**src/rtl/scsa_ram.sv**
```systemverilog
`default_nettype none
module scsa_ram #(
  parameter int WIDTH = 8,
  parameter int DEPTH = 16,
  localparam int AW = (DEPTH > 1) ? $clog2(DEPTH) : 1
) (
  input  logic             clk,
  input  logic             we,
  input  logic [AW-1:0]    waddr,
  input  logic [WIDTH-1:0] wdata,
  input  logic [AW-1:0]    raddr,
  output logic [WIDTH-1:0] rdata
);

  logic [WIDTH-1:0] mem [DEPTH];

  // one write port, registered read port
  always_ff @(posedge clk) begin
    if (we) begin
      mem[waddr] <= wdata;
    end
    rdata <= mem[raddr];
  end

endmodule
`default_nettype wire

```
**config.mk**
```make
export PLATFORM = sky130hd
export DESIGN_NAME = scsa_ram
export DESIGN_NICKNAME = d
export VERILOG_FILES = /design/src/rtl/scsa_ram.sv
export SDC_FILE = /design/constraint.sdc
export NUM_CORES = 1
export LEC_CHECK = 0
export ABC_AREA = 0
export BUFFER_PORTS_ARGS = -buffer_cell sky130_fd_sc_hd__buf_2
export CORE_ASPECT_RATIO = 2
export CORE_MARGIN = 4
export CORE_UTILIZATION = 50
export CTS_BUF_LIST = sky130_fd_sc_hd__clkbuf_8
export CTS_CLUSTER_SIZE = 12
export DETAILED_ROUTE_END_ITERATION = 10
export GPL_TIMING_DRIVEN = 0
export PLACE_DENSITY = 0.73
export SYNTH_ARGS = -nofsm -noshare
export SYNTH_HDL_FRONTEND = slang
export SYNTH_SLANG_ARGS = --single-unit
```
**constraint.sdc**
```tcl
create_clock -name clk -period 2.1 [get_ports clk]
set_clock_uncertainty 0.1 [all_clocks]
set_input_delay 0.42 -clock clk [delete_from_list [all_inputs] [get_ports clk]]
set_output_delay 0.42 -clock clk [all_outputs]
set_load 0.03 [all_outputs]
```
==> results of run 1 <==
-- what timing repair did --
| action | 4_1_cts | 5_1_grt |
|---|---|---|
| endpoints found under the hold margin | 0 | 0 |
| gates resized for setup | 1 | 0 |
| setup endpoints to repair | 8 | 0 |
-- cells by family after synthesis --
group                  count (synthesis)
muxes                                 32
AOI/OAI and AO/OA                     16
buffers and inverters                 10
DFF                                  136
and+or+nand+nor                       35
-- per-stage QoR --
step | TNS (ns) | worst slack, ns
floorplan | 0 | 0.0871
global placement | -9.44 | -0.494
detailed placement | -10.35 | -0.482
CTS | 0 | 0.271
global route | 0 | 0.181
finish | 0 | 0.277
-- cells in the mapped netlist --
cell	number	area share, %
nand2_1	9	0.66
and2_1	1	0.12
dfxtp_1	8	3.1
nand3_1	1	0.097
nor2_1	13	0.95
nor3_1	4	0.39
and2b_1	1	0.15
nand2b_1	2	0.24
clkdlybuf4s25_2	3	0.58
nand3b_1	2	0.29
buf_2	3	0.29
buf_6	3	0.66
mux4_2	18	7.9
edfxtp_1	128	75
or3b_2	1	0.17
a22oi_1	16	2.3
nor2b_1	1	0.12
mux4_1	14	7.1
buf_4	1	0.15
-- layer usage --
layer / vias up / global-route usage [%]
met5: - / 0
met4: 0 / 9.22
met3: 16 / 4.50
met2: 77 / 29.9
met1: 1222 / 20.6
li1: 1055 / -
-- cell type report --
class	count	area [um2]
Timing Repair Buffer	24	120
Tap cell	135	169
Clock buffer	17	234
Fill cell	737	4200
Sequential cell	136	4000
Multi-Input combinational cell	83	1060
Buffer	10	86.3
Clock inverter	15	208
-- registers in the layout (all words and copies together) (netlist names) --
| name | flops |
|---|---|
| mem | 128 |
| rdata | 8 |
-- where the power goes --
| group | leakage [nW] | internal (mW) | switching, mW | total, mW |
|---|---|---|---|---|
| clock | 0.220 | 1.40 | 0.935 | 2.33 |
| combinational | 0.516 | 0.121 | 0.200 | 0.321 |
| sequential | 1.22 | 3.03 | 0.0136 | 3.05 |
-- how the worst max path moves through the flow --
stage              from        end  slack [ns]  depth (start not counted)
2_1_floorplan  waddr[2]  mem[0][0]        0.09                          2
3_3_place_gp   waddr[2]  mem[0][3]       -0.49                          3
3_5_place_dp   waddr[2]  mem[0][3]       -0.48                          3
4_1_cts        waddr[2]  mem[8][2]        0.27                          3
5_1_grt        waddr[2]  mem[8][0]        0.18                          3
6_report       waddr[2]  mem[8][2]        0.28                          3
-- worst reg2reg max path, stage by stage, from the launching register on --
cell	delay, ns
edfxtp_1	0.38
mux4_1	0.55
a22oi_1	0.28
nand2_1	0.10
==> metrics.cfg, run 1 <==
[worst_setup_path]
worstSetupStartpointType=input port
rr_worst_depth=3
cp_slowest_cell=nor3_1
crit_path_max_incr_delay_ns=0.98
arrival_ns=1.76
critPathTopFamily=simple AND/OR/NAND/NOR gates
r2r_end=rdata[0]
worstReg2RegStart=mem[2][0]
worstPathCellList=buf_2, nand3b_1, nor3_1
cp_max_fo=8
cp-end-kind=flop
required_ns=2.03
reg2reg_slack_ns=0.58
crit_type=input port to flop
worst-path-buf-inv=1

[cts]
h-tree-depth=4
clk_path_buf_depth=2
clk_pin_slew_ns=0.07
numCtsBuffers=17
hold_buffers=0
cts_tree=built
worstSkewPairLatency_ns=0.43
root_buffer=clkbuf_8
cts.sinks=136
cts_setup_buffers=0

[global_route]
grt_pass1_wl_um=14500
antenna_found_initial=0
grt_overflow_total=0
track_usage_pct=17.7
grt_max_degree=17
grt_pass1_vias=2456

[synthesis]
ys_ff_latch=136
yosysWarnings=0
synth-xor-area-share_pct=0
syn_nets=247
synth_top_family_by_area=multiplexers
synth.distinct_cells=19
synth_compound_area_share_pct=2.33
synthAdderAreaFrac_pct=0
syn_area_um2=5150
muxShareOfSynthArea_pct=15.0
yosys.area_share.simple_pct=3.18
synth.avg_cell_area_um2=22.5
seq_area_frac_synth_pct=77.8
syn_inst=229

[finish]
syn_to_final_growth_pct=14.3
drive_gt1_share_pct=28.8
layout_commonest_cell=edfxtp_1
layout_common_cells=128 x edfxtp_1, 27 x buf_2, 18 x mux4_2, 17 x clkbuf_8, 16 x a22oi_1
layout.cells.non_filler=420
diodes=0
final_area_um2=5880
nets=290
final_core_util_pct=58.3

[power_and_ir_drop]
ir_drop_mv=1.06
power_density_nw_per_um2=969
power.total_mw=5.70
p_leak_nw=1.96

[worst_hold_path]
hold_path_class=input port to flop
hold_path_depth=1
hold_start=wdata[4]
holdPathEnd=mem[3][4]

[sta]
slew_viol_final=0
min_period_ns=1.82
clock.fmax_mhz=549
hold_violations=0
fin_crit_sh_pct=86.8
setup_viol=0
rsz0062_at_grt=no
worst_pin_slew_ns=1.29
timing.slew.headroom_pct=13.1
holdWs_ns=0.298

[floorplan]
initial_core_util_pct=51.0
die_w_um=79.7
die_area_um2=12100
rows=52
core_um2=10100
num_io_pins=26
die_y_um=151

[detailed_routing]
firstDrtPassIters=4
wl_met2_um=5250
wirelength_um=9560
post_drt_wl_per_cell_um=22.8
vias=2370
via_per_inst=5.64
dr.first_iter.drc_count=327
top_layer=met4
ant_nets=0
wl_met1_um=3610
drc=0
wl_met3_um=383

[outcome]
status=complete, no violations

[placed_design]
dpl_cell_area_um2=5440
routabilityCongestion=0.852
port_buffers=24
dp_hpwl_um=6580
dpl.cell_count=388

[job]
max_cap_violations=0

Note: power is estimated with default switching activity, not from simulation.
==> run 2, diff against run 1 <==
CORE_UTILIZATION = 57   (was 50)
MAX_ROUTING_LAYER = met4   (was default)
PLACE_DENSITY = 0.81   (was 0.73)
==> run 2 against run 1 <==
Effect of this change:
- non-clock buffer count increased by 1
- largest power group unchanged
- largest cell class unchanged
- utilization increased by 8.0 points
- via count decreased by 0.42%
- count of clock-buffer cells in the layout increased by 3
- total power decreased by 6.5%
==> metrics.cfg, run 2 (same netlist as run 1, synthesis figures left out) <==
[outcome]
status=complete, no violations  ; unchanged

[cts]
worstSkewPairLatency_ns=0.42  ; was 0.43 ns
cts.sinks=136  ; unchanged
cts_setup_buffers=0  ; unchanged
h-tree-depth=4  ; unchanged
numCtsBuffers=17  ; unchanged
clk_path_buf_depth=2  ; unchanged
hold_buffers=0  ; unchanged
root_buffer=clkbuf_8  ; unchanged
cts_tree=built  ; unchanged
clk_pin_slew_ns=0.07  ; about the same

[job]
max_cap_violations=0  ; unchanged

[power_and_ir_drop]
power_density_nw_per_um2=922  ; was 969 nW/um2
power.total_mw=5.33  ; was 5.70 mW
comb_power_share_pct=5.9  ; was 5.6%
power_frac_clock_pct=36.9  ; was 40.9%
power.internal_mw=4.27  ; was 4.55 mW
pwr-share-seq_pct=57.2  ; was 53.4%
power_switching_mw=1.06  ; was 1.15 mW
p_sw_share_pct=19.9  ; was 20.2%
ir_drop_mv=0.643  ; was 1.06 mV
p_leak_nw=1.97  ; was 1.96 nW

[worst_setup_path]
arrival_ns=1.77  ; was 1.76 ns
required_ns=2.03  ; about the same
worstSetupStartpointType=input port  ; unchanged
worstReg2RegStart=mem[1][1]  ; was mem[2][0]
r2r_end=rdata[1]  ; was rdata[0]
critPathTopFamily=simple AND/OR/NAND/NOR gates  ; unchanged
crit_path_max_incr_delay_ns=1.00  ; was 0.98 ns
rr_worst_depth=3  ; unchanged
cp_slowest_cell=nor3_1  ; unchanged
reg2reg_slack_ns=0.57  ; was 0.58 ns
worstPathCellList=buf_2, nand3b_1, nor3_1  ; unchanged
crit_end=mem[4][3]  ; was mem[8][2]
crit_type=input port to flop  ; unchanged
cp_num_cells=3  ; unchanged
cp-end-kind=flop  ; unchanged
worst-path-buf-inv=1  ; unchanged
startpoint=waddr[3]  ; was waddr[2]
cp_max_fo=8  ; unchanged

[floorplan]
core_um2=8710  ; was 10100 um2
num_io_pins=26  ; unchanged
rows=48  ; was 52
die_y_um=142  ; was 151 um
die_area_um2=10700  ; was 12100 um2
die_w_um=75.2  ; was 79.7 um
initial_core_util_pct=59.1  ; was 51.0%

[global_route]
grt_pass1_wl_um=14000  ; was 14500 um
track_usage_pct=20.4  ; was 17.7%
grt_pass1_vias=2374  ; was 2456
antenna_found_initial=0  ; unchanged
grt_max_degree=17  ; unchanged
grt_overflow_total=0  ; unchanged

[finish]
nets=291  ; was 290
syn_to_final_growth_pct=12.3  ; was 14.3%
reg_top3=mem: 128 flops, rdata: 8 flops  ; unchanged
diodes=0  ; unchanged
final_core_util_pct=66.4  ; was 58.3%
layout_common_cells=128 x edfxtp_1, 27 x buf_2, 20 x clkbuf_8, 18 x mux4_2, 16 x a22oi_1  ; was 128 x edfxtp_1, 27 x buf_2, 18 x mux4_2, 17 x clkbuf_8, 16 x a22oi_1
largest-register=mem  ; unchanged
largest_register_ffs=128  ; unchanged
layout_commonest_cell=edfxtp_1  ; unchanged
final_area_um2=5780  ; was 5880 um2
num-fill-cells=548  ; was 737
drive_gt1_share_pct=27.6  ; was 28.8%

[placed_design]
routabilityCongestion=0.861  ; was 0.852
dp_hpwl_um=6180  ; was 6580 um
dpl_cell_area_um2=5390  ; was 5440 um2
port_buffers=24  ; unchanged

[detailed_routing]
dr.first_iter.drc_count=264  ; was 327
drc=0  ; unchanged
vias=2360  ; was 2370
ant_nets=0  ; unchanged
post_drt_wl_per_cell_um=23.6  ; was 22.8 um
wirelength_um=9120  ; was 9560 um
firstDrtPassIters=5  ; was 4
via_per_inst=6.11  ; was 5.64

[sta]
setup_viol=0  ; unchanged
worst_pin_slew_ns=1.27  ; was 1.29 ns
slew_viol_final=0  ; unchanged
hold_violations=0  ; unchanged
rsz0062_at_grt=no  ; unchanged
timing.slew.headroom_pct=14.5  ; was 13.1%
holdWs_ns=0.297  ; was 0.298 ns
min_period_ns=1.84  ; was 1.82 ns
fin_crit_sh_pct=87.8  ; was 86.8%
setup_tns_ns=0  ; unchanged
clock.fmax_mhz=542  ; was 549 MHz

[worst_hold_path]
hold_path_class=input port to flop  ; unchanged

run 2: cell count changes in the layout (fill, tap and decap cells not counted):
cell and delta:
clkinv_1 -3, clkinvlp_4 -2, inv_1 +7, clkbuf_8 +3, inv_6 -1, bufinv_16 -3, clkbuf_2 +1, clkinv_4 -1
run 2: power groups by stage:
stage / clock network (mW) / logic (mW) / registers [mW]
after global placement: 0 / 0.314 / 3.10
after floorplan: 0 / 0.154 / 3.14
after CTS: 2.00 / 0.321 / 3.05
after global routing: 2.16 / 0.342 / 3.05
after detailed placement: 0 / 0.320 / 3.11
final: 1.96 / 0.316 / 3.05
run 2: worst min-delay path by stage:
| stage | from | end | slack [ns] | cells past startpoint |
|---|---|---|---|---|
| 6_report | wdata[4] | mem[2][4] | 0.30 | 1 |
| 5_1_grt | wdata[4] | mem[0][4] | 0.27 | 1 |
| 4_1_cts | wdata[4] | mem[2][4] | 0.27 | 1 |
| 3_5_place_dp | mem[12][0] | rdata[0] | 0.57 | 3 |
| 3_3_place_gp | mem[14][2] | rdata[2] | 0.57 | 3 |
| 2_1_floorplan | wdata[0] | mem[0][0] | 0.42 | 0 |
run 2: through the flow:
step | instances | worst slack, ns
CTS | 385 | 0.0236
global placement | 353 | -0.447
global route | 386 | 0.184
detailed placement | 353 | -0.460
floorplan | 229 | 0.0871
finish | 386 | 0.256
run 2: metal layers:
| layer | GRT usage, % | share of wire [%] | vias up |
|---|---|---|---|
| li1 | - | - | 1061 |
| met1 | 24.4 | 35 | 1171 |
| met2 | 32.0 | 55 | 115 |
| met3 | 6.65 | 7.5 | 13 |
| met4 | 8.20 | 2.7 | 0 |
| met5 | - | 0 | - |
run 2: what timing repair did:
action                     CTS  global route
resized for setup            0             1
hold endpoints to repair     0             0
setup endpoints to repair    0             8
run 2: final cells by class:
class                           instances  area (um2)  share of cell area, %
Sequential cell                       136        4000                   69.3
Buffer                                 10        86.3                   1.49
Clock buffer                           20         275                   4.76
Clock inverter                         12         100                   1.73
Timing Repair Buffer                   25         125                   2.17
Multi-Input combinational cell         83        1060                   18.4
Tap cell                              100         125                   2.17
