`src/rtl/scsa_pkg.sv`:
```
`default_nettype none
package scsa_pkg;

  // default sizing of the allocator
  localparam int SIZE_SHIFT_DEF     = 5;
  localparam int SIZE_CLASSES_DEF   = 128;
  localparam int FORMATS_DEF        = 18;
  localparam int SLOT_RECORDS_DEF   = 4096;
  localparam int BUFFER_RECORDS_DEF = 32;

  // internal field widths
  localparam int IDX_W  = 8;   // buffer index carried by the walk token
  localparam int SIZE_W = 17;  // rounded size, capacity and bump offset
  localparam int FMT_W  = 5;
  localparam int OFS_W  = 16;

  // opcodes
  localparam logic [1:0] OP_GET = 2'd0;
  localparam logic [1:0] OP_REL = 2'd1;
  localparam logic [1:0] OP_CLR = 2'd2;

  // result status codes
  localparam logic [2:0] STAT_OK         = 3'd0;
  localparam logic [2:0] STAT_BAD_SIZE   = 3'd1;
  localparam logic [2:0] STAT_NO_SLOT    = 3'd2;
  localparam logic [2:0] STAT_NO_BUF     = 3'd3;
  localparam logic [2:0] STAT_NOT_ISSUED = 3'd4;

  // token handed from cell to cell during a buffer walk
  typedef struct packed {
    logic [FMT_W-1:0]  fmt;
    logic [SIZE_W-1:0] size;
    logic              found;
    logic [IDX_W-1:0]  idx;
    logic [OFS_W-1:0]  start;
  } tok_t;

  // buffer open command broadcast to the cells
  typedef struct packed {
    logic              en;
    logic [IDX_W-1:0]  idx;
    logic [FMT_W-1:0]  fmt;
    logic [SIZE_W-1:0] cap;
    logic [SIZE_W-1:0] used;
  } bwr_t;

endpackage
`default_nettype wire

```
`src/rtl/scsa_cell.sv`:
```
`default_nettype none
module scsa_cell import scsa_pkg::*; #(
  parameter int ID = 0
) (
  input  logic             clk,
  input  logic             rst,
  input  logic             tok_in_vld,
  input  tok_t             tok_in,
  input  logic             open,
  input  bwr_t             bwr,
  output logic             tok_out_vld,
  output tok_t             tok_out,
  output logic [FMT_W-1:0] fmt,
  output logic [SIZE_W-1:0] cap
);

  logic [SIZE_W-1:0] used;
  logic              hit;
  tok_t              tok_next;

  // claim the token when this buffer matches the format and has room
  always_comb begin
    hit = tok_in_vld && !tok_in.found && open && (fmt == tok_in.fmt) &&
          (cap >= used) && ((cap - used) >= tok_in.size);
    tok_next = tok_in;
    if (hit) begin
      tok_next.found = 1'b1;
      tok_next.idx   = IDX_W'(ID);
      tok_next.start = OFS_W'(used);
    end
  end

  always_ff @(posedge clk) begin
    if (rst) begin
      tok_out_vld <= 1'b0;
    end else begin
      tok_out_vld <= tok_in_vld;
    end
    // hand the token to the next older buffer
    tok_out <= tok_next;
    // open this buffer, or bump its offset on a claim
    if (bwr.en && (bwr.idx == IDX_W'(ID))) begin
      fmt  <= bwr.fmt;
      cap  <= bwr.cap;
      used <= bwr.used;
    end else if (hit) begin
      used <= used + tok_in.size;
    end
  end

endmodule
`default_nettype wire

```
`config.mk`:
```
export PLATFORM = sky130hd
export DESIGN_NAME = scsa_cell
export DESIGN_NICKNAME = d
export VERILOG_FILES = /design/src/rtl/scsa_pkg.sv /design/src/rtl/scsa_cell.sv
export SDC_FILE = /design/constraint.sdc
export NUM_CORES = 1
export LEC_CHECK = 0
export BUFFER_PORTS_ARGS = -buffer_cell sky130_fd_sc_hd__buf_4
export CORE_MARGIN = 1.5
export CORE_UTILIZATION = 55
export CTS_BUF_LIST = sky130_fd_sc_hd__clkbuf_4
export DETAILED_ROUTE_END_ITERATION = 8
export PLACE_DENSITY = 0.94
export SYNTH_ARGS = -nofsm -noshare
export SYNTH_HDL_FRONTEND = slang
export SYNTH_SLANG_ARGS = --single-unit
```
`constraint.sdc`:
```
create_clock -name clk -period 10.5 [get_ports clk]
set_input_delay 1.05 -clock clk [delete_from_list [all_inputs] [get_ports clk]]
set_output_delay 1.05 -clock clk [all_outputs]
set_load 0.03 [all_outputs]
```
==> run_summary.xml, run 1 <==
<?xml version="1.0" encoding="UTF-8"?>
<metrics>
  <group name="status">
    <metric name="run_status" unit="">complete, no violations</metric>
  </group>
  <group name="floorplan">
    <metric name="io-pin-count" unit="">169</metric>
    <metric name="die-height" unit="um">97.46</metric>
    <metric name="core" unit="sq um">8678</metric>
    <metric name="die_area" unit="sq um">9497</metric>
    <metric name="row_count" unit="">34</metric>
    <metric name="initial_utilization" unit="">0.5655</metric>
    <metric name="die_w" unit="um">97.46</metric>
  </group>
  <group name="setup_path">
    <metric name="critical_path.cell_chain" unit="">ha_1, nor2b_1, o21ai_0, a21oi_1, or2_2, a211o_1, xor2_1, ha_1, nand4_1, nor4_1, a211oi_1, nand2_1, nand4_1, o21bai_1, buf_4</metric>
    <metric name="worst-setup-path-type" unit="">register to register</metric>
    <metric name="cp_data_arrival_time" unit="ns">4.86</metric>
    <metric name="slowest_stage" unit="">sky130_fd_sc_hd__o21bai_1</metric>
    <metric name="critical_path.top_delay_family" unit="">compound AO/OA/AOI/OAI gates</metric>
    <metric name="critical_path_peak_fanout" unit="">9</metric>
    <metric name="critical_path.n_buffers_inverters" unit="">1</metric>
    <metric name="setup.worst_path.start_class" unit="">register</metric>
    <metric name="worst_path_largest_cell_delay" unit="ns">0.77</metric>
    <metric name="cp-end-kind" unit="">register</metric>
    <metric name="timing.critical_path.required" unit="ns">10.67</metric>
  </group>
  <group name="clock_tree">
    <metric name="post_cts.resized_instances" unit="">0</metric>
    <metric name="clock_tree_buffer_depth" unit="">2</metric>
    <metric name="cts_setup_buffers" unit="">0</metric>
    <metric name="cts_tree" unit="">built</metric>
    <metric name="cts_num_sinks" unit="">87</metric>
    <metric name="cts.root.buffer_cell" unit="">sky130_fd_sc_hd__clkbuf_4</metric>
    <metric name="numCtsBuffers" unit="">9</metric>
    <metric name="htree_levels" unit="">3</metric>
    <metric name="cts-hold-fix-buffers" unit="">0</metric>
    <metric name="worstSkewPairLatency" unit="ns">0.46</metric>
    <metric name="clkTransAtPathRegs" unit="ns">0.16</metric>
  </group>
  <group name="route">
    <metric name="viasPerCell" unit="">5.637</metric>
    <metric name="antenna_left" unit="">0</metric>
    <metric name="finalWirelength" unit="mm">13.03</metric>
    <metric name="wl_per_cell" unit="um">17.21</metric>
    <metric name="drcViolationCount" unit="">0</metric>
    <metric name="vias" unit="">4267</metric>
    <metric name="drt_pre_antenna_iters" unit="">5</metric>
    <metric name="initialDrtViolationCount" unit="">260</metric>
  </group>
  <group name="synth">
    <metric name="post_synth_instance_area" unit="sq um">4907</metric>
    <metric name="yosysSeqAreaShare" unit="">0.4345</metric>
    <metric name="synthesized_netlist_net_count" unit="">624</metric>
    <metric name="ys_types" unit="">57</metric>
    <metric name="postSynth.asyncResetShare" unit="">0</metric>
    <metric name="yosys_warnings" unit="">0</metric>
    <metric name="synthCells" unit="">473</metric>
    <metric name="synth_edf_count" unit="">39</metric>
    <metric name="synth_ff_type" unit="">sky130_fd_sc_hd__dfxtp_1</metric>
    <metric name="synth_area_per_cell" unit="sq um">10.37</metric>
    <metric name="ys_ff_latch" unit="">87</metric>
  </group>
  <group name="sta">
    <metric name="worst-slew-pin-transition" unit="ns">1.031</metric>
    <metric name="setup_viol" unit="">0</metric>
    <metric name="fin_crit_sh" unit="">0.4469</metric>
    <metric name="drv_slew" unit="">0</metric>
    <metric name="setup_ws" unit="ns">5.807</metric>
    <metric name="timing.clock.skew" unit="ns">0.01943</metric>
    <metric name="slew_headroom" unit="">0.3095</metric>
    <metric name="fin_worst_hold_slack" unit="ns">0.5700</metric>
    <metric name="rsz0062_at_grt" unit="">no</metric>
    <metric name="layout_min_cycle_time" unit="ns">4.693</metric>
    <metric name="fin_tns_setup" unit="ns">0</metric>
    <metric name="fmax_achieved" unit="MHz">213.1</metric>
    <metric name="timing.final.hold_violations" unit="">0</metric>
  </group>
  <group name="pwr">
    <metric name="ir_worst_vdd" unit="mV">0.09493</metric>
    <metric name="p_leak" unit="nW">2.969</metric>
    <metric name="power-per-cell-area" unit="nW/um^2">110.7</metric>
  </group>
  <group name="final_layout">
    <metric name="drive_gt1_frac" unit="">0.3344</metric>
    <metric name="antenna-diode-count" unit="">0</metric>
    <metric name="finish.net_count" unit="">795</metric>
    <metric name="post-route-util" unit="">0.7392</metric>
    <metric name="flow.area_growth_from_synthesis" unit="%">30.72</metric>
  </group>
  <group name="global_routing">
    <metric name="grt_max_degree" unit="">57</metric>
    <metric name="grt_use_total" unit="">0.2730</metric>
    <metric name="antenna_violations_before_repair" unit="">0</metric>
    <metric name="grt_remaining_overflow" unit="">0</metric>
    <metric name="wire_length_of_the_first_global_routing_pass" unit="mm">20.86</metric>
    <metric name="first_global_vias" unit="">4400</metric>
  </group>
  <group name="placement">
    <metric name="dp_worst_setup_slack" unit="ns">5.908</metric>
    <metric name="placer_congestion" unit="">0.9020</metric>
    <metric name="dp_hpwl" unit="mm">10.16</metric>
    <metric name="port_buffers" unit="">168</metric>
  </group>
  <group name="hold_path">
    <metric name="worstHoldPathType" unit="">register to register</metric>
  </group>
  <group name="job">
    <metric name="maxCapViolations" unit="">0</metric>
  </group>
</metrics>
==> routing by layer <==
layer | GRT usage | routed length [um] | share of wire | vias up
met3 | 0.05108 | 855 | 0.066 | 21
met5 | 0 | 0 | 0 | -
li1 | - | - | - | 2042
met2 | 0.4824 | 6572 | 0.50 | 199
met1 | 0.3431 | 5399 | 0.41 | 2005
met4 | 0.07033 | 201 | 0.015 | 0
==> synth_stat cells, types with 8 or more instances <==
cell | n | area share
sky130_fd_sc_hd__a21o_1 | 9 | 0.014
sky130_fd_sc_hd__nand2_1 | 33 | 0.025
sky130_fd_sc_hd__xor2_1 | 13 | 0.023
sky130_fd_sc_hd__nor2_1 | 24 | 0.018
sky130_fd_sc_hd__ha_1 | 50 | 0.13
sky130_fd_sc_hd__nand4_1 | 9 | 0.011
sky130_fd_sc_hd__edfxtp_1 | 39 | 0.24
sky130_fd_sc_hd__inv_1 | 45 | 0.034
sky130_fd_sc_hd__a21oi_1 | 26 | 0.027
sky130_fd_sc_hd__mux2_4 | 11 | 0.034
sky130_fd_sc_hd__o21ai_0 | 33 | 0.034
sky130_fd_sc_hd__xnor2_1 | 17 | 0.030
sky130_fd_sc_hd__dfxtp_1 | 48 | 0.20
sky130_fd_sc_hd__and2_1 | 8 | 0.010
==> cell usage in the layout (no fill, tap or decap), types with 4 or more instances in the layout <==
| cell type | netlist | routed |
|---|---|---|
| sky130_fd_sc_hd__buf_4 | 0 | 170 |
| sky130_fd_sc_hd__ha_1 | 50 | 50 |
| sky130_fd_sc_hd__dfxtp_1 | 48 | 48 |
| sky130_fd_sc_hd__inv_1 | 45 | 45 |
| sky130_fd_sc_hd__edfxtp_1 | 39 | 39 |
| sky130_fd_sc_hd__nand2_1 | 33 | 33 |
| sky130_fd_sc_hd__o21ai_0 | 33 | 33 |
| sky130_fd_sc_hd__a21oi_1 | 26 | 26 |
| sky130_fd_sc_hd__nor2_1 | 24 | 24 |
| sky130_fd_sc_hd__xnor2_1 | 17 | 17 |
| sky130_fd_sc_hd__xor2_1 | 13 | 13 |
| sky130_fd_sc_hd__mux2_4 | 11 | 11 |
| sky130_fd_sc_hd__nand4_1 | 9 | 9 |
| sky130_fd_sc_hd__a21o_1 | 9 | 9 |
| sky130_fd_sc_hd__clkbuf_4 | 0 | 9 |
| sky130_fd_sc_hd__and2_1 | 8 | 8 |
| sky130_fd_sc_hd__nor2b_1 | 7 | 7 |
| sky130_fd_sc_hd__o21a_1 | 7 | 7 |
| sky130_fd_sc_hd__nand3_1 | 7 | 7 |
| sky130_fd_sc_hd__mux2_2 | 7 | 7 |
| sky130_fd_sc_hd__nor3_1 | 6 | 6 |
| sky130_fd_sc_hd__a211oi_1 | 6 | 6 |
| sky130_fd_sc_hd__nand2b_1 | 5 | 5 |
| sky130_fd_sc_hd__o31ai_1 | 4 | 4 |
| sky130_fd_sc_hd__nor4_1 | 4 | 4 |
==> state kept, by name, summed over array words and instances, names as in the netlist <==
| signal | count |
|---|---|
| cap | 17 |
| fmt | 5 |
| tok_out | 47 |
| tok_out_vld | 1 |
| used | 17 |
==> through the flow <==
stage          area, sq um   power, W  std cells
3_5_place_dp          6247  0.0004907        741
3_3_place_gp          6247  0.0004876        741
2_1_floorplan         4907  0.0004344        473
5_1_grt               6415  0.0007324        757
4_1_cts               6415  0.0007120        757
6_report              6415  0.0007100        757
==> worst paths after layout <==
path | start | slack, ns | depth (start not counted) | end
max | cap[2] | 5.81 | 15 | used[11]
max reg2reg | cap[2] | 5.81 | 15 | used[11]
min reg2reg | used[6] | 0.57 | 1 | tok_out[6]
min | used[6] | 0.57 | 1 | tok_out[6]
==> final cells by class <==
| type | count | area [sq um] |
|---|---|---|
| Timing Repair Buffer | 170 | 1276 |
| Fill cell | 597 | 2263 |
| Tap cell | 108 | 135.1 |
| Multi-Input combinational cell | 331 | 2535 |
| Inverter | 45 | 168.9 |
| Clock buffer | 9 | 67.56 |
| Clock inverter | 7 | 100.1 |
| Sequential cell | 87 | 2132 |
==> kinds of logic (layout without fill, tap and decap cells) <==
group / Yosys count / count (layout) / share of synthesized area
multiplexers: 20 / 20 / 0.05380
buffers and inverters: 55 / 231 / 0.04921
XOR/XNOR: 30 / 30 / 0.05354
adder cells (fa/ha/maj): 52 / 52 / 0.1356
AND/OR/NAND/NOR: 115 / 115 / 0.1211
flip-flops: 87 / 87 / 0.4345
AO/OA/AOI/OAI: 114 / 114 / 0.1522
==> power breakdown <==
part           internal, W  switching (W)  total (W)
Clock            0.0000992       0.000126   0.000225
Combinational    0.0000583      0.0000587   0.000117
Sequential        0.000365     0.00000302   0.000368
Power figures use the tool's default switching activity.
==> run 2, diff against run 1 <==
--- a/config.mk
+++ b/config.mk
@@ -5,12 +5,13 @@
 export SDC_FILE = /design/constraint.sdc
 export NUM_CORES = 1
 export LEC_CHECK = 0
+export ABC_AREA = 1
 export BUFFER_PORTS_ARGS = -buffer_cell sky130_fd_sc_hd__buf_4
 export CORE_MARGIN = 1.5
-export CORE_UTILIZATION = 55
+export CORE_UTILIZATION = 53
 export CTS_BUF_LIST = sky130_fd_sc_hd__clkbuf_4
 export DETAILED_ROUTE_END_ITERATION = 8
-export PLACE_DENSITY = 0.94
+export PLACE_DENSITY = 0.9
 export SYNTH_ARGS = -nofsm -noshare
 export SYNTH_HDL_FRONTEND = slang
 export SYNTH_SLANG_ARGS = --single-unit
==> constraint.sdc (replaced) <==
create_clock -name clk -period 4.7 [get_ports clk]
set_input_delay 0.47 -clock clk [delete_from_list [all_inputs] [get_ports clk]]
set_output_delay 0.47 -clock clk [all_outputs]
set_load 0.03 [all_outputs]
==> run 2 against run 1 <==
Largest cell class unchanged. Sequential power increased by 120%. Register-to-register slack got worse by 5.2 ns. Combinational power increased by 130%. Critical path type unchanged.
==> run_summary.xml, run 2 <==
<?xml version="1.0" encoding="UTF-8"?>
<metrics>
  <group name="status">
    <metric name="run_status" unit="">complete, no violations</metric>
  </group>
  <group name="final_layout">
    <metric name="drive_gt1_frac" unit="">0.2309</metric>
    <metric name="post-route-util" unit="">0.6992</metric>
    <metric name="max_flop_register" unit="">tok_out</metric>
    <metric name="layout.cells.most_common" unit="">sky130_fd_sc_hd__nand2_1</metric>
    <metric name="num-fill-cells" unit="">760</metric>
    <metric name="flip_flop_count_of_the_largest_register_all_copies_and_words_added" unit="">47</metric>
    <metric name="flow.area_growth_from_synthesis" unit="%">29.26</metric>
    <metric name="post-route-cell-area" unit="sq um">6771</metric>
    <metric name="most-common-layout-cells" unit="">201 x sky130_fd_sc_hd__nand2_1, 170 x sky130_fd_sc_hd__buf_4, 111 x sky130_fd_sc_hd__inv_1</metric>
    <metric name="antenna-diode-count" unit="">0</metric>
    <metric name="finish.net_count" unit="">1008</metric>
    <metric name="reg_top3" unit="">tok_out x47, cap x17, used x17</metric>
  </group>
  <group name="floorplan">
    <metric name="io-pin-count" unit="">169</metric>
    <metric name="row_count" unit="">36</metric>
    <metric name="die-height" unit="um">102.4</metric>
    <metric name="initial_utilization" unit="">0.5410</metric>
    <metric name="die_area" unit="sq um">10490</metric>
    <metric name="die_w" unit="um">102.4</metric>
    <metric name="core" unit="sq um">9684</metric>
  </group>
  <group name="sta">
    <metric name="fmax_achieved" unit="MHz">245.4</metric>
    <metric name="setup_viol" unit="">0</metric>
    <metric name="fin_crit_sh" unit="">0.8669</metric>
    <metric name="fin_worst_hold_slack" unit="ns">0.1434</metric>
    <metric name="setup_ws" unit="ns">0.6256</metric>
    <metric name="rsz0062_at_grt" unit="">no</metric>
    <metric name="layout_min_cycle_time" unit="ns">4.074</metric>
    <metric name="drv_slew" unit="">0</metric>
    <metric name="timing.clock.skew" unit="ns">0.01736</metric>
    <metric name="slew_headroom" unit="">0.4795</metric>
    <metric name="fin_tns_setup" unit="ns">0</metric>
    <metric name="timing.final.hold_violations" unit="">0</metric>
    <metric name="worst-slew-pin-transition" unit="ns">0.7789</metric>
  </group>
  <group name="synth">
    <metric name="yosysMostFrequentCell" unit="">sky130_fd_sc_hd__nand2_1</metric>
    <metric name="ys_ff_latch" unit="">87</metric>
    <metric name="ys_types" unit="">33</metric>
    <metric name="synthCells" unit="">681</metric>
    <metric name="post_synth_instance_area" unit="sq um">5239</metric>
    <metric name="synth_top_cells_by_area" unit="">sky130_fd_sc_hd__edfxtp_1 22%, sky130_fd_sc_hd__dfxtp_1 18%, sky130_fd_sc_hd__nand2_1 14%</metric>
    <metric name="synth.cells.most_frequent" unit="">201 x sky130_fd_sc_hd__nand2_1, 111 x sky130_fd_sc_hd__inv_1, 60 x sky130_fd_sc_hd__nor2_1, 50 x sky130_fd_sc_hd__ha_1, 48 x sky130_fd_sc_hd__dfxtp_1</metric>
    <metric name="yosysTopAreaCellShare" unit="">0.2235</metric>
    <metric name="synth_area_leader_cell" unit="">sky130_fd_sc_hd__edfxtp_1</metric>
    <metric name="synth_edf_count" unit="">39</metric>
    <metric name="yosys_warnings" unit="">0</metric>
    <metric name="synthesized_netlist_net_count" unit="">832</metric>
    <metric name="synth_ff_type" unit="">sky130_fd_sc_hd__dfxtp_1</metric>
    <metric name="yosysSeqAreaShare" unit="">0.4070</metric>
    <metric name="postSynth.asyncResetShare" unit="">0</metric>
    <metric name="synth_area_per_cell" unit="sq um">7.693</metric>
  </group>
  <group name="placement">
    <metric name="placer_congestion" unit="">0.9385</metric>
    <metric name="dp_worst_setup_slack" unit="ns">0.6889</metric>
    <metric name="port_buffers" unit="">168</metric>
    <metric name="dp_hpwl" unit="mm">11.48</metric>
    <metric name="placedInstanceArea" unit="sq um">6645</metric>
  </group>
  <group name="setup_path">
    <metric name="worst-setup-path-type" unit="">register to register</metric>
    <metric name="critical_path_peak_fanout" unit="">17</metric>
    <metric name="cp-end-kind" unit="">register</metric>
    <metric name="cp-startpoint" unit="">used[0]</metric>
    <metric name="r2r.worst_path.cells" unit="">19</metric>
    <metric name="regToRegEndpoint" unit="">used[0]</metric>
    <metric name="endpoint" unit="">used[0]</metric>
    <metric name="cp_data_arrival_time" unit="ns">4.15</metric>
    <metric name="reg2reg_slack" unit="ns">0.63</metric>
    <metric name="setup.worst_path.start_class" unit="">register</metric>
    <metric name="r2r-start" unit="">used[0]</metric>
    <metric name="timing.critical_path.required" unit="ns">4.78</metric>
  </group>
  <group name="global_routing">
    <metric name="wire_length_of_the_first_global_routing_pass" unit="mm">22.07</metric>
    <metric name="grt_use_total" unit="">0.2723</metric>
    <metric name="grt_remaining_overflow" unit="">0</metric>
    <metric name="grt_max_degree" unit="">31</metric>
    <metric name="antenna_violations_before_repair" unit="">0</metric>
    <metric name="first_global_vias" unit="">4824</metric>
  </group>
  <group name="pwr">
    <metric name="power-per-cell-area" unit="nW/um^2">222.0</metric>
    <metric name="ir_worst_vdd" unit="mV">0.1365</metric>
    <metric name="p_leak" unit="nW">3.585</metric>
  </group>
  <group name="clock_tree">
    <metric name="clock_tree_buffer_depth" unit="">2</metric>
    <metric name="cts_setup_buffers" unit="">0</metric>
    <metric name="worstSkewPairLatency" unit="ns">0.44</metric>
    <metric name="clkTransAtPathRegs" unit="ns">0.15</metric>
    <metric name="post_cts.resized_instances" unit="">0</metric>
    <metric name="cts-hold-fix-buffers" unit="">0</metric>
    <metric name="cts_tree" unit="">built</metric>
    <metric name="cts.root.buffer_cell" unit="">sky130_fd_sc_hd__clkbuf_4</metric>
    <metric name="htree_levels" unit="">3</metric>
    <metric name="numCtsBuffers" unit="">9</metric>
    <metric name="cts_num_sinks" unit="">87</metric>
  </group>
  <group name="route">
    <metric name="wl_per_cell" unit="um">14.30</metric>
    <metric name="vias" unit="">5134</metric>
    <metric name="drt_pre_antenna_iters" unit="">5</metric>
    <metric name="viasPerCell" unit="">5.160</metric>
    <metric name="antenna_left" unit="">0</metric>
    <metric name="initialDrtViolationCount" unit="">336</metric>
    <metric name="drcViolationCount" unit="">0</metric>
    <metric name="finalWirelength" unit="mm">14.23</metric>
  </group>
  <group name="hold_path">
    <metric name="worstHoldPathType" unit="">primary input to register</metric>
  </group>
  <group name="job">
    <metric name="maxCapViolations" unit="">0</metric>
  </group>
</metrics>
run 2: cell types whose count changed in the layout (fill, tap and decap cells not counted), sizes merged, moves of 10 or more:
| cell | before | now |
|---|---|---|
| nand2 | 33 | 204 |
| inv | 48 | 119 |
| nor2 | 24 | 63 |
| nand3 | 9 | 41 |
| mux2 | 18 | 0 |
| o21ai | 36 | 18 |
| nand4 | 9 | 19 |
run 2: metal layers:
metal | global-route usage | vias to the layer above | part of all wire
met5 | 0 | - | 0
met4 | 0.07903 | 0 | 0.023
met3 | 0.03967 | 29 | 0.071
met2 | 0.4743 | 220 | 0.50
met1 | 0.3514 | 2326 | 0.40
li1 | - | 2559 | -
run 2: logic make-up (layout without fill, tap and decap cells):
group                      after synthesis  count (layout)  synth area share
xor gates and xnor gates                18              18           0.03009
and+or+nand+nor                        345             345            0.2835
adders and majority gates               52              52            0.1271
AOI/OAI and AO/OA                       62              62           0.06520
buffers and inverters                  117             298           0.08717
DFF                                     87              87            0.4070
run 2: worst min path at each step:
| stage | cells past startpoint | from | slack (ns) | endpoint |
|---|---|---|---|---|
| finish | 1 | tok_in[42] | 0.14 | tok_out[42] |
| global route | 1 | tok_in[46] | 0.11 | tok_out[46] |
| CTS | 1 | tok_in[46] | 0.13 | tok_out[46] |
| detailed placement | 2 | used[2] | 0.59 | tok_out[2] |
| global placement | 2 | used[0] | 0.57 | tok_out[0] |
| floorplan | 0 | tok_in[25] | 0.50 | tok_out[25] |
run 2: power by group:
part / switching [W] / internal, W
Combinational: 0.000149 / 0.000124
Sequential: 0.00000629 / 0.000814
Clock: 0.000289 / 0.000122
run 2: critical path, cell delays in order (launching register included):
cell and delay, ns:
sky130_fd_sc_hd__edfxtp_1 0.47, sky130_fd_sc_hd__ha_1 0.24, sky130_fd_sc_hd__fa_1 0.42, sky130_fd_sc_hd__o21ai_0 0.31, sky130_fd_sc_hd__a21oi_1 0.19, sky130_fd_sc_hd__o21bai_1 0.24, sky130_fd_sc_hd__nand2_1 0.11, sky130_fd_sc_hd__nand3_1 0.08
sky130_fd_sc_hd__nand2_1 0.06, sky130_fd_sc_hd__ha_1 0.28, sky130_fd_sc_hd__nand2_1 0.08, sky130_fd_sc_hd__nor2_1 0.14, sky130_fd_sc_hd__inv_1 0.06, sky130_fd_sc_hd__nor2_1 0.12, sky130_fd_sc_hd__nand2_1 0.07, sky130_fd_sc_hd__nand2_1 0.06
sky130_fd_sc_hd__nand2_1 0.06, sky130_fd_sc_hd__nand2_2 0.06, sky130_fd_sc_hd__nand4_1 0.07, sky130_fd_sc_hd__nand2_1 0.60
run 2: stage by stage:
step	std cells	total power, W
2_1_floorplan	681	0.0009781
3_3_place_gp	979	0.001100
3_5_place_dp	979	0.001107
4_1_cts	995	0.001508
5_1_grt	995	0.001569
6_report	995	0.001503
run 2: layout make-up:
class	instances	area (sq um)	share of cell area
clock inverter	7	58.81	0.008684
clock buffer	9	67.56	0.009978
multi-input combinational	477	2650	0.3914
sequential	87	2132	0.3149
tap	133	166.4	0.02458
inverter	112	420.4	0.06208
timing repair buffer	170	1276	0.1885
